File: config.mk
export PLATFORM = sky130hd
export DESIGN_NAME = rdi_isqrt
export DESIGN_NICKNAME = d
export VERILOG_FILES = /design/src/hw/rtl/rdi_isqrt.sv
export SDC_FILE = /design/constraint.sdc
export NUM_CORES = 2
export LEC_CHECK = 0
export BUFFER_PORTS_ARGS = -buffer_cell sky130_fd_sc_hd__buf_2
export CAP_MARGIN = 15
export CORE_MARGIN = 5
export CORE_UTILIZATION = 35
export DETAILED_ROUTE_END_ITERATION = 8
export GPL_TIMING_DRIVEN = 0
export PLACE_DENSITY_LB_ADDON = 0.12
export SETUP_SLACK_MARGIN = 0.05
export SYNTH_ARGS = -nofsm -noshare
export SYNTH_HDL_FRONTEND = slang
export SYNTH_SLANG_ARGS = --single-unit
File: constraint.sdc
create_clock -name clk -period 8.6 [get_ports clk]
set_input_delay 0.86 -clock clk [delete_from_list [all_inputs] [get_ports clk]]
set_output_delay 0.86 -clock clk [all_outputs]
set_load 0.1 [all_outputs]
File: src/hw/rtl/rdi_isqrt.sv
// rdi_isqrt: pipelined integer square root of a 64-bit value, one result bit per stage
// standalone, no package use
`default_nettype none

module rdi_isqrt #(
	parameter int SBW = 1
) (
	input  logic           clk,
	input  logic           arst_n,
	input  logic           in_valid,
	input  logic [63:0]    radicand,
	input  logic [SBW-1:0] side_in,
	output logic           out_valid,
	output logic [31:0]    root,
	output logic [SBW-1:0] side_out
);

	logic           valid_s [0:32];
	logic [63:0]    rem_s [0:32];
	logic [63:0]    res_s [0:32];
	logic [SBW-1:0] side_s [0:32];

	assign valid_s[0] = in_valid;
	assign rem_s[0] = radicand;
	assign res_s[0] = '0;
	assign side_s[0] = side_in;

	genvar k;
	generate
		for (k = 0; k < 32; k++) begin : g_step
			localparam logic [63:0] BIT = 64'd1 << (62 - 2 * k);
			logic [63:0] trial;
			logic ge;

			// test one result bit against the remainder
			assign trial = res_s[k] + BIT;
			assign ge = rem_s[k] >= trial;

			always_ff @(posedge clk or negedge arst_n) begin
				if (!arst_n) begin
					valid_s[k+1] <= 1'b0;
				end else begin
					valid_s[k+1] <= valid_s[k];
				end
			end

			always_ff @(posedge clk) begin
				rem_s[k+1] <= ge ? rem_s[k] - trial : rem_s[k];
				res_s[k+1] <= ge ? (res_s[k] >> 1) + BIT : res_s[k] >> 1;
				side_s[k+1] <= side_s[k];
			end
		end
	endgenerate

	assign out_valid = valid_s[32];
	assign root = res_s[32][31:0];
	assign side_out = side_s[32];

endmodule

`default_nettype wire

== Word level (Yosys, flattened, before mapping) ==
Index checks and enable logic that the tools add are counted.

* Add/subtract/negate cells: 93
* $lt $le $gt $ge: 32
* Mux-type cells: 63

{| class="wikitable"
|+ Operators with widths
! operator !! number
|-
| $ge A64 B64 Y1 || 31
|-
| $mux W64 || 31
|-
| $mux W63 || 31
|-
| $sub A64 B64 Y64 || 30
|-
| $add A63 B11 Y64 const B || 1
|-
| $add A63 B13 Y64 const B || 1
|-
| $add A63 B15 Y64 const B || 1
|-
| $add A63 B17 Y64 const B || 1
|-
| $add A63 B19 Y64 const B || 1
|-
| $add A63 B21 Y64 const B || 1
|-
| $add A63 B23 Y64 const B || 1
|-
| $add A63 B25 Y64 const B || 1
|-
| $add A63 B27 Y64 const B || 1
|-
| $add A63 B29 Y64 const B || 1
|-
| $add A63 B3 Y64 const B || 1
|-
| $add A63 B31 Y64 const B || 1
|-
| $add A63 B33 Y64 const B || 1
|-
| $add A63 B35 Y64 const B || 1
|-
| $add A63 B37 Y64 const B || 1
|-
| $add A63 B39 Y64 const B || 1
|-
| $add A63 B41 Y64 const B || 1
|-
| $add A63 B43 Y64 const B || 1
|-
| $add A63 B45 Y64 const B || 1
|-
| $add A63 B47 Y64 const B || 1
|-
| 45 further kinds || 45
|}

* Bits in registers: 4063
* Logic and storage cells: 345

== Logic depth before layout (Yosys ltp) ==
* Depth in word-level cells: 3
* Mapped depth: 15
* Gate-level depth less buffers: 12

== Least setup slack after synthesis ==
OpenSTA, ideal clock, no wires.

* Kind: register to register
* Start point: register res_s[132] (netlist name)
* End point: register rem_s[68] (netlist name)
* Setup time: 0.133 ns
* Arrival time: 2.924 ns
* Slack: 5.543 ns
* Stages on the path, launching flop included: 14
* Buffers on the path: 2
* Clock period less this slack: 3.057 ns
* Cells stage by stage: dfxtp_1 -> inv_1 -> ha_1 -> nor2b_1 -> o31ai_1 -> a21oi_1 -> o21ai_1 -> o21ai_0 -> a221oi_1 -> clkbuf_1 -> inv_1 -> clkbuf_1 -> nor2_1 -> a21oi_1

* Cells in the longest elaborated chain, start to end: 3

{| class="wikitable"
|+ RTL lines
! what !! RTL line !! RTL
|-
| start: declaration || 20 || <nowiki>logic [63:0] res_s [0:32];</nowiki>
|-
| start signal: indexed assignment || 49 || <nowiki>res_s[k+1] <= ge ? (res_s[k] >> 1) + BIT : res_s[k] >> 1;</nowiki>
|-
| $add A64 B3 Y64 * || 36 || <nowiki>assign trial = res_s[k] + BIT;</nowiki>
|-
| $sub A64 B64 Y64 or $ge A64 B64 Y1 (tied branches) || 48, 37 ||
|-
| $mux W64 * || 48 || <nowiki>rem_s[k+1] <= ge ? rem_s[k] - trial : rem_s[k];</nowiki>
|-
| end signal: indexed assignment || 48 ||
|-
| end: declaration || 19 || <nowiki>logic [63:0] rem_s [0:32];</nowiki>
|}

Mark *: on every way between the ends. The rest lies on a longest branch, timed or not.
A chain may end at the register's enable or synchronous reset.

== Worst setup path in the final report ==
* Start point: register res_s[132] (netlist name)
* End point: register rem_s[80] (netlist name)

The elaborated chain is that of the path after synthesis.

==> impl_metrics.tcl <==
set metrics [dict create \
    status "finished clean" \
    grt_pass1_wl_mm 416.2 \
    critPathRequiredTime_ns 9.26 \
    insertion_delay_ns 0.90 \
    numClockSinks 2576 \
    p_leak_nw 50.39 \
    hold_path.class "primary input to flip-flop" \
    yosys.area.top_type "dfxtp_1" \
    syn-instance-count 9746 \
    antenna_left 0 \
    grt_max_degree 33 \
    synth.top_cell.area_share_pct 52.38 \
    die-width_um 537.1 \
    drc 0 \
    drt_iter0_drc 4256 \
    io_pins 102 \
    syn_area_um2 97230 \
    clk_pin_slew_worst_paths_ns 0.06 \
    ir_drop_v 0.0001776 \
    critPathMaxFanout 10 \
    overflow 0 \
    maxCapViolCount 0 \
    antenna_found_initial 22 \
    cp.arrival_ns 5.86 \
    rows 193 \
    skew_ns 0.07708 \
    fp.dieArea_um2 288400 \
    maxSlewHeadroom_pct 16.56 \
    post_synth.cell_area_avg_um2 9.976 \
    rsz0062_at_grt "no" \
    crit_type "flip-flop to flip-flop" \
    coreArea_um2 276500 \
    maxSlewViolCount 0 \
    period_share_pct 60.49 \
    grt_usage_pct 18.26 \
    place_congestion 0.8765 \
    start_kind "flip-flop" \
    cts_buffer_depth 4 \
    yosysUniqueCellTypes 99 \
    floorplan.initialDensity_pct 35.16 \
    syn-num-nets 10370 \
    syn_to_final_growth_pct 15.98 \
    io_buffer_count 101 \
    power_density_nw_per_um2 341.3 \
    finalWirelength_mm 270.0 \
    period_minus_slack_ns 5.202 \
    drive_gt1_share_pct 7.492 \
    numCtsBuffers 286 \
    post-dp-hpwl_mm 214.3 \
    place_ws_ns 3.514 \
    wl_per_cell_um 19.10 \
    cts_resized 0 \
    nets 10810 \
    fmax_mhz 192.2 \
    ys_seq_area_share_pct 53.20 \
    cts_tree "done" \
    final_util_pct 40.78 \
    synth-seq-cells 2576 \
    ys.warnings.count 0 \
    tightestPinTransition_ns 1.241 \
    setup_tns_ns 0 \
    clk_root_buffer_cell "clkbuf_16" \
    synth_flop_cell "dfxtp_1" \
    dr.pass1.iters 6 \
    grt_pass1_vias 69960 \
    fin_hold_ws_ns 0.09664 \
    setup_slack_ns 3.398 \
    vias_per_cell 4.933 \
    setup_viol 0 \
    die_h_um 537.1 \
    htreeDepth 5 \
    synth_edf_count 0 \
    vias 69750 \
    hold_viol 0 \
    ys_async_sr_fraction_pct 1.242 \
    synth_area_leaders "dfxtp_1 (52%), ha_1 (7.2%), xnor2_1 (4.4%)" \
    cp-end-kind "flip-flop" \
]
[where the power goes]
part / switching, W / total (W) / internal, W
clock network: 0.00499 / 0.0126 / 0.00758
registers: 0.00234 / 0.0169 / 0.0146
logic: 0.00510 / 0.00899 / 0.00389
[what timing repair did]
item                                   CTS  global route
setup buffers                            0             0
endpoints found under the hold margin   71             0
hold buffers                            40             0
[worst max-delay path, cell delays in order (launching register included)]
cell      delay, ns
dfxtp_1        0.46
inv_1          0.09
ha_1           0.35
nor2b_1        0.17
o31ai_1        0.38
a21oi_1        0.22
o21ai_1        0.89
o21ai_0        0.21
a221oi_1       0.56
clkbuf_1       0.72
buf_1          0.72
o21ai_0        0.25
[per-layer routing]
layer  wire length [um]  share of wire, %  global-route usage [%]  vias up
met2             125600                47                   30.58     1267
met5                  0                 0                       0        -
met4               6754               2.5                   4.911        0
met3              10680               4.0                   2.178      384
met1             127000                47                   24.95    33180
li1                   -                 -                       -    34930
[path summary, 6_finish.rpt]
path | from | to | slack [ns] | cells after the start
setup / recovery | res_s[132]$_DFF_P_ | rem_s[80]$_DFF_P_ | 3.40 | 11
hold / removal | radicand[35] | rem_s[2019]$_DFF_P_ | 0.1 | 1
setup reg to reg | res_s[132]$_DFF_P_ | rem_s[80]$_DFF_P_ | 3.40 | 11
hold reg to reg | res_s[143]$_DFF_P_ | res_s[78]$_DFF_P_ | 0.31 | 0
max in group asynchronous | arst_n | valid_s[1]$_DFF_PN0_ | 7.59 | 2
min in group asynchronous | arst_n | valid_s[26]$_DFF_PN0_ | 0.58 | 2
[cell usage in the layout (no fill, tap or decap), drive strengths merged, types with 26 or more instances in the layout]
master,netlist,routed
a211oi,57,57
nand3b,27,27
or3,110,110
o31a,28,28
nand4,163,163
inv,706,726
o21ai,489,489
nor2b,70,70
clkinv,1,57
xor2,393,393
xnor2,484,484
bufinv,0,26
nor3,267,267
mux2,82,82
clkbuf,146,548
nor2,666,666
a21oi,580,580
or2,37,37
ha,558,558
a2111oi,28,28
nor4,330,330
dlygate4sd3,0,40
and3,58,58
o31ai,35,35
o21bai,54,54
nand2b,111,111
a31oi,36,36
nor4b,42,42
o21a,78,78
nand4b,32,32
buf,42,151
dfxtp,2544,2544
nand3,209,209
or4,47,47
nand2,639,639
dfrtp,32,32
a21o,203,203
o211ai,42,42
[registers in the layout (all words and copies together) (netlist names)]
name,count
valid_s,31
rem_s,1984
out_valid,1
side_s,31
root,32
res_s,496
side_out,1
[cells in the mapped netlist (17+ instances only)]
| master | n |
|---|---|
| o21bai_1 | 54 |
| and2_1 | 25 |
| nor3b_1 | 17 |
| a21o_1 | 203 |
| a2111oi_0 | 26 |
| nor2_1 | 665 |
| nand3b_1 | 27 |
| o41ai_1 | 18 |
| dfxtp_1 | 2544 |
| or4_1 | 46 |
| nor4b_1 | 41 |
| o21ai_0 | 482 |
| o211ai_1 | 42 |
| a21boi_0 | 25 |
| ha_1 | 558 |
| mux2_2 | 82 |
| a21oi_1 | 578 |
| inv_1 | 704 |
| or3_1 | 110 |
| or2_2 | 36 |
| o21a_1 | 78 |
| nand4b_1 | 32 |
| nand2_1 | 639 |
| nand3_1 | 207 |
| and3_1 | 58 |
| and4b_1 | 19 |
| nor3_1 | 264 |
| nor4_1 | 326 |
| clkbuf_1 | 145 |
| o31a_1 | 28 |
| a31oi_1 | 35 |
| buf_2 | 28 |
| o31ai_1 | 34 |
| a211oi_1 | 55 |
| xor2_1 | 393 |
| nand2b_1 | 111 |
| nor2b_1 | 69 |
| xnor2_1 | 484 |
| nand4_1 | 162 |
| dfrtp_1 | 32 |
| and4_1 | 23 |
| a211o_1 | 19 |
[kinds of logic after synthesis]
| kind of cell | count (synthesis) | synth area share [%] |
|---|---|---|
| and+or+nand+nor | 2916 | 15.41 |
| muxes | 90 | 1.032 |
| AOI/OAI and AO/OA | 1834 | 11.78 |
| adders and majority gates | 558 | 7.181 |
| DFF | 2576 | 53.20 |
| buffers and inverters | 895 | 3.496 |
| xor gates and xnor gates | 877 | 7.900 |
[cell type report]
type,instances,area (um^2)
tap,3705,4636
timing repair buffer,149,950.9
sequential,2576,51730
buffer,188,745.7
fill,26890,163700
clock buffer,402,8289
clock inverter,114,1588
inverter,707,2654
antenna,23,57.56
multi-input combinational,6275,42120
[through the flow]
stage | power [W] | cells | area, um^2
floorplan | 0.02307 | 9746 | 97230
global placement | 0.02614 | 13550 | 102400
detailed placement | 0.02618 | 13560 | 102400
CTS | 0.03903 | 14120 | 112700
global route | 0.04083 | 14130 | 112800
finish | 0.03849 | 14140 | 112800
No activity file was read; power rests on OpenSTA's default activity.
